==> src/design/dmt_pkg.sv <==
// dmt_pkg: shared types and constants of the depth map mesh triangulator
// no dependencies; every other design file but dmt_stream_if refers to it by scoped names

package dmt_pkg;

  localparam int DEPTH_W    = 16;
  localparam int THR_W      = 16;
  localparam int IDX_W      = 20;
  localparam int CFG_SIZE_W = 11;
  localparam int CFG_DATA_W = 16;
  localparam int CFG_IDX_W  = 2;
  localparam int LIMIT_W    = 32;
  localparam int SCALED_W   = DEPTH_W + 8;
  localparam int SQ_W       = 2 * SCALED_W;

  localparam logic [CFG_SIZE_W-1:0] FRAME_WIDTH_RESET  = 11'd1024;
  localparam logic [CFG_SIZE_W-1:0] FRAME_HEIGHT_RESET = 11'd1024;
  localparam logic [THR_W-1:0]      THRESHOLD_RESET    = 16'd256;

  typedef enum logic [CFG_IDX_W-1:0] {
    REG_FRAME_WIDTH  = 2'd0,
    REG_FRAME_HEIGHT = 2'd1,
    REG_THRESHOLD    = 2'd2
  } cfg_reg_t;

  typedef struct packed {
    logic [DEPTH_W-1:0] depth;
    logic               first_of_frame;
  } pixel_t;

  typedef struct packed {
    logic             tri0_valid;
    logic [IDX_W-1:0] tri0_a;
    logic [IDX_W-1:0] tri0_b;
    logic [IDX_W-1:0] tri0_c;
    logic             tri1_valid;
    logic [IDX_W-1:0] tri1_a;
    logic [IDX_W-1:0] tri1_b;
    logic [IDX_W-1:0] tri1_c;
  } tri_pair_t;

  // upper-left, upper, left and current depth of one quad
  typedef struct packed {
    logic [DEPTH_W-1:0] d1;
    logic [DEPTH_W-1:0] d2;
    logic [DEPTH_W-1:0] d3;
    logic [DEPTH_W-1:0] d4;
  } quad_depth_t;

  typedef struct packed {
    logic [DEPTH_W-1:0] diff;
    logic [LIMIT_W-1:0] limit;
  } edge_term_t;

  typedef struct packed {
    edge_term_t e12;
    edge_term_t e24;
    edge_term_t e13;
    edge_term_t e34;
    edge_term_t g14;
    edge_term_t g23;
  } quad_terms_t;

  typedef struct packed {
    logic            big;
    logic [SQ_W-1:0] sq_diff;
    logic [SQ_W-1:0] sq_limit;
  } diag_term_t;

  typedef struct packed {
    logic       e12;
    logic       e24;
    logic       e13;
    logic       e34;
    diag_term_t g14;
    diag_term_t g23;
  } quad_flags_t;

endpackage

==> src/design/dmt_stream_if.sv <==
// dmt_stream_if: valid/ready channel carrying one payload per transaction
// payload type set per instance, normally from dmt_pkg

interface dmt_stream_if #(
  parameter type payload_t = logic
) ();

  logic     valid;
  logic     ready;
  payload_t payload;

  modport source (output valid, output payload, input ready);
  modport sink (input valid, input payload, output ready);

endinterface

==> src/design/dmt_tri_emit.sv <==
// dmt_tri_emit: diagonal choice, triangle selection and output register
// last pipeline stage; uses dmt_pkg and the dmt_stream_if triangle channel

module dmt_tri_emit #(
  parameter int MAX_WIDTH = 1024
) (
  input  logic                         clk,
  input  logic                         rst,
  input  logic                         s3_valid,
  output logic                         s3_ready,
  input  dmt_pkg::quad_flags_t         s3_flags,
  input  logic [$clog2(MAX_WIDTH)-1:0] s3_col,
  input  logic [dmt_pkg::IDX_W-1:0]    s3_base_cur,
  input  logic [dmt_pkg::IDX_W-1:0]    s3_base_up,
  dmt_stream_if.source                 triangles
);

  logic                      out_valid;
  dmt_pkg::tri_pair_t        out_data;
  dmt_pkg::tri_pair_t        result;
  logic [dmt_pkg::IDX_W-1:0] col_x;
  logic [dmt_pkg::IDX_W-1:0] i1;
  logic [dmt_pkg::IDX_W-1:0] i2;
  logic [dmt_pkg::IDX_W-1:0] i3;
  logic [dmt_pkg::IDX_W-1:0] i4;
  logic                      diag14;
  logic                      diag23;
  logic                      has_result;
  logic                      load;

  assign col_x = dmt_pkg::IDX_W'(s3_col);
  assign i1    = s3_base_up + col_x - dmt_pkg::IDX_W'(1);
  assign i2    = s3_base_up + col_x;
  assign i3    = s3_base_cur + col_x - dmt_pkg::IDX_W'(1);
  assign i4    = s3_base_cur + col_x;

  // diagonal limit scaled by root two, compared as squares
  assign diag14 = s3_flags.g14.big ||
                  ({1'b0, s3_flags.g14.sq_diff} < {s3_flags.g14.sq_limit, 1'b0});
  assign diag23 = s3_flags.g23.big ||
                  ({1'b0, s3_flags.g23.sq_diff} < {s3_flags.g23.sq_limit, 1'b0});

  always_comb begin
    result = '0;
    if (diag14) begin
      if (s3_flags.e12 && s3_flags.e24) begin
        result.tri0_valid = 1'b1;
        result.tri0_a     = i1;
        result.tri0_b     = i4;
        result.tri0_c     = i2;
      end
      if (s3_flags.e13 && s3_flags.e34) begin
        result.tri1_valid = 1'b1;
        result.tri1_a     = i1;
        result.tri1_b     = i3;
        result.tri1_c     = i4;
      end
    end else if (diag23) begin
      if (s3_flags.e12 && s3_flags.e13) begin
        result.tri0_valid = 1'b1;
        result.tri0_a     = i1;
        result.tri0_b     = i3;
        result.tri0_c     = i2;
      end
      if (s3_flags.e24 && s3_flags.e34) begin
        result.tri1_valid = 1'b1;
        result.tri1_a     = i3;
        result.tri1_b     = i4;
        result.tri1_c     = i2;
      end
    end
  end

  assign has_result = result.tri0_valid || result.tri1_valid;
  assign s3_ready   = !out_valid || triangles.ready || !has_result;
  assign load       = s3_valid && s3_ready && has_result;

  always_ff @(posedge clk) begin
    if (rst) begin
      out_valid <= 1'b0;
    end else if (load) begin
      out_valid <= 1'b1;
    end else if (triangles.ready) begin
      out_valid <= 1'b0;
    end
  end

  always_ff @(posedge clk) begin
    if (load) begin
      out_data <= result;
    end
  end

  assign triangles.valid   = out_valid;
  assign triangles.payload = out_data;

endmodule

==> src/flat_wrapper.sv <==
// flat-port wrapper written by rule: the top's interface ports become plain ports
module dmt_tri_emit_flat 
#(
  parameter int MAX_WIDTH = 1024
)
  (clk, rst, s3_valid, s3_ready, s3_flags, s3_col, s3_base_cur, s3_base_up, triangles_valid, triangles_payload, triangles_ready);
  dmt_stream_if triangles_i ();
  input  logic clk;
  input  logic rst;
  input  logic s3_valid;
  output logic s3_ready;
  input  dmt_pkg::quad_flags_t s3_flags;
  input  logic [$clog2(MAX_WIDTH)-1:0] s3_col;
  input  logic [dmt_pkg::IDX_W-1:0] s3_base_cur;
  input  logic [dmt_pkg::IDX_W-1:0] s3_base_up;
  output wire logic [$bits(triangles_i.valid)-1:0] triangles_valid;
  output wire logic [$bits(triangles_i.payload)-1:0] triangles_payload;
  input wire logic [$bits(triangles_i.ready)-1:0] triangles_ready;
  assign triangles_valid = triangles_i.valid;
  assign triangles_payload = triangles_i.payload;
  assign triangles_i.ready = triangles_ready;
  dmt_tri_emit #(.MAX_WIDTH(MAX_WIDTH)) u_core (.clk(clk), .rst(rst), .s3_valid(s3_valid), .s3_ready(s3_ready), .s3_flags(s3_flags), .s3_col(s3_col), .s3_base_cur(s3_base_cur), .s3_base_up(s3_base_up), .triangles(triangles_i));
endmodule
==> config.mk <==
export PLATFORM = sky130hd
export DESIGN_NAME = dmt_tri_emit_flat
export DESIGN_NICKNAME = d
export VERILOG_FILES = /design/src/design/dmt_pkg.sv /design/src/design/dmt_stream_if.sv /design/src/design/dmt_tri_emit.sv /design/src/flat_wrapper.sv
export SDC_FILE = /design/constraint.sdc
export NUM_CORES = 1
export LEC_CHECK = 0
export BUFFER_PORTS_ARGS = -buffer_cell sky130_fd_sc_hd__clkbuf_2
export CAP_MARGIN = 0
export CORE_AREA = 3 3 99 101
export CTS_CLUSTER_SIZE = 14
export DETAILED_ROUTE_END_ITERATION = 12
export DIE_AREA = 0 0 102 104
export GPL_TIMING_DRIVEN = 0
export MAX_ROUTING_LAYER = met4
export PLACE_DENSITY_LB_ADDON = 0.15
export RECOVER_POWER = 100
export REMOVE_ABC_BUFFERS = 1
export SLEW_MARGIN = 10
export SYNTH_ARGS = -nofsm -noshare
export SYNTH_HDL_FRONTEND = slang
export SYNTH_SLANG_ARGS = --single-unit
==> constraint.sdc <==
create_clock -name clk -period 2.6 [get_ports clk]
set_clock_uncertainty 0.15 [all_clocks]
set_input_delay 0.26 -clock clk [delete_from_list [all_inputs] [get_ports clk]]
set_output_delay 0.26 -clock clk [all_outputs]
set_load 0.02 [all_outputs]
==> impl_metrics.py <==
metrics = {
    "power": {
        "power_w": 0.000695,
        "seqPwrFrac": 0.053,
        "p_per_area_mw_per_mm2": 172,
        "power.internal_w": 0.000425,
        "clkPwrFrac": 0.192,
        "vdd_drop_max_mv": 0.0931,
        "p_comb_frac": 0.755,
        "switchingPower_w": 0.000270,
        "switching_share": 0.389,
        "p_leak_nw": 2.48,
    },
    "critical_path": {
        "crit_path_start_kind": "input port",
        "cp_num_buf_inv": 2,
        "cp.arrival_ps": 2740,
        "worst_path_most_repeated_cell": "nand4_1",
        "worstSetupPathType": "input port to output port",
        "worst_path_largest_cell_delay_ps": 570,
        "worst-path-max-fanout": 2,
        "critPathCaptureType": "output port",
        "crit_family": "simple AND/OR/NAND/NOR gates",
        "crit_slowest_cell": "or4_4",
        "crit_chain": "clkbuf_2, ha_4, nand4_1, nor4_4, nand4_1, or4_4, o21ai_4, mux2_4, a21oi_2, or2_1, clkbuf_8",
        "worst_ep_required_time_ps": 2190,
    },
    "drt": {
        "ant_nets": 0,
        "wl_per_cell_um": 11.6,
        "drtIter0Drc": 40,
        "dr.pass1.iters": 4,
        "via_per_inst": 4.56,
        "wl_mm": 7.95,
        "drc": 0,
        "vias": 3140,
    },
    "sta": {
        "hold_violations": 0,
        "slew_viol_final": 0,
        "hold_ws_ps": 113,
        "grt_setup_unrepaired": "yes",
        "fin_crit_sh": 1.21,
        "finalSetupViolations": 4,
        "period_minus_slack_ps": 3150,
        "slew-limit-headroom": 0.691,
        "fmax_ghz": 0.318,
        "worstMarginPinSlew_ps": 463,
        "fin_ws_ps": -546,
    },
    "logic_synthesis": {
        "ys_ff_latch": 2,
        "ys.flop_type": "edfxtp_1",
        "synth_edf_count": 1,
        "syn-instance-count": 358,
        "ys_seq_area_frac": 0.0198,
        "syn_avg_cell_area_um2": 7.08,
        "synth_cell_type_count": 44,
        "yosysWarnings": 0,
        "async_flop_share": 0,
        "syn-cell-area_mm2": 0.00253,
    },
    "global_route": {
        "grt_max_degree": 5,
        "globalRouteOverflowTotal": 0,
        "grtUsageTotal": 0.142,
        "antenna_found_initial": 0,
        "grt_pass1_vias": 3099,
        "grt_pass1_wl_mm": 12.3,
    },
    "cts": {
        "clk_pin_slew_ps": 30,
        "h-tree-depth": 1,
        "cts_tree": "built",
        "clock-sinks": 2,
        "clock_latency_ps": 210,
        "cts_root_buf": "clkbuf_8",
        "numCtsBuffers": 3,
        "clockBufferDepth": 2,
    },
    "placed_design": {
        "dp.cells": 674,
        "gp_congestion": 0.844,
        "io_buffers": 205,
        "hpwl_mm": 7.38,
    },
    "cells_and_area": {
        "fill_cells": 959,
        "syn2layout_area_growth_pct": 58.9,
        "drive_gt1_frac": 0.418,
        "antenna_cells": 0,
        "num-nets-final": 922,
        "final_cells": 688,
    },
    "floorplanning": {
        "io_pins": 255,
        "die_w_um": 102,
        "rows": 35,
        "die_area_mm2": 0.0106,
        "die_h_um": 104,
        "start_util": 0.278,
        "coreArea_mm2": 0.00911,
    },
    "status": {
        "violations": "setup timing",
        "status": "finished with violations",
    },
    "job": {
        "cap_violations": 0,
    },
    "hold_path": {
        "min_path_type": "input port to register",
    },
}
[registers in the layout, summed over array words and instances (netlist names)]
| register | cells |
|---|---|
| u_core.triangles.valid | 1 |
| u_core.triangles.payload | 1 |
[layout by cell type, fill, tap and decap left out, types with 3 or more instances in the layout]
| cell | Yosys | routed |
|---|---|---|
| a211oi_1 | 5 | 3 |
| a21o_1 | 4 | 4 |
| a21oi_1 | 34 | 33 |
| buf_4 | 0 | 10 |
| buf_6 | 0 | 6 |
| clkbuf_1 | 0 | 3 |
| clkbuf_2 | 0 | 195 |
| clkbuf_8 | 0 | 4 |
| ha_1 | 92 | 85 |
| ha_4 | 0 | 7 |
| inv_1 | 96 | 89 |
| inv_2 | 0 | 6 |
| nand2_1 | 22 | 22 |
| nand2b_1 | 6 | 6 |
| nand3_1 | 12 | 12 |
| nand4_1 | 16 | 16 |
| nor2_1 | 9 | 8 |
| nor2b_1 | 3 | 3 |
| nor3_1 | 8 | 8 |
| o21ai_0 | 10 | 10 |
| o21ai_1 | 5 | 4 |
[layer usage]
layer,global-route usage,part of all wire,up-vias
li1,-,-,1693
met1,0.152,0.40,1318
met2,0.274,0.51,121
met5,-,0,-
met3,0.0148,0.080,8
met4,0.0319,0.014,0
[power by group through the flow]
stage	clock network, W	registers (W)	logic [W]
2_1_floorplan	0	0.0000397	0.000261
3_3_place_gp	0	0.0000369	0.000471
3_5_place_dp	0	0.0000371	0.000483
4_1_cts	0.000135	0.0000367	0.000513
5_1_grt	0.000137	0.0000368	0.000615
6_report	0.000133	0.0000366	0.000525
[cells in the mapped netlist (all sizes together) (2+ instances only)]
cell	n	area (um2)
a21oi	35	179
nand3	12	60.1
a221oi	2	17.5
a311oi	2	17.5
and3	2	12.5
a21boi	2	15.0
nand4	16	100
nor3	8	40.0
inv	96	360
o311a	2	20.0
a211oi	5	37.5
o21ai	15	75.1
nor2b	3	18.8
nor4	2	18.8
nand2b	6	37.5
a41oi	2	17.5
nand2	22	82.6
a21o	4	30.0
or2	2	12.5
nor2	9	33.8
ha	92	1150
[final timing paths]
check	start	endpoint	slack (ps)	depth (start not counted)
setup / recovery	s3_flags[186]	s3_ready	-550	11
hold / removal	rst	u_core.triangles.valid	110	2
setup reg to reg	u_core.triangles.valid	u_core.triangles.payload	1580	3
hold reg to reg	u_core.triangles.valid	u_core.triangles.valid	380	2
[cell families (layout without fill, tap and decap cells)]
| family | count (synthesis) | after routing | synth area share |
|---|---|---|---|
| buffers and inverters | 96 | 315 | 0.142 |
| adders and majority gates | 92 | 92 | 0.454 |
| and+or+nand+nor | 87 | 87 | 0.181 |
| AOI/OAI and AO/OA | 79 | 79 | 0.195 |
| muxes | 2 | 2 | 0.00839 |
| DFF | 2 | 2 | 0.0198 |
[final cells by class]
class	instances	area, um2	share of cell area
inverters	96	363	0.0901
multi-input cells	260	2270	0.565
repair buffers	215	1150	0.287
flip-flops and latches	2	50.0	0.0124
clock buffers	4	45.0	0.0112
well taps	111	139	0.0345
[metrics by stage]
stage          worst slack (ps)  utilization  instance area [um2]  TNS, ps
6_report                   -546        0.442                 4030    -1150
5_1_grt                    -724        0.442                 4030    -1820
4_1_cts                    -584        0.429                 3910    -1440
3_5_place_dp               -758        0.406                 3700    -2190
3_3_place_gp               -761        0.406                 3700    -2190
2_1_floorplan              -373            -                 2530     -831
[what timing repair did]
| item | 4_1_cts | 5_1_grt |
|---|---|---|
| hold buffers | 0 | 0 |
| gates resized for setup | 15 | 27 |
| setup endpoints to repair | 4 | 4 |
| setup buffers | 11 | 2 |
| pin swaps | 10 | 14 |
(Power assumes the default switching activity.)
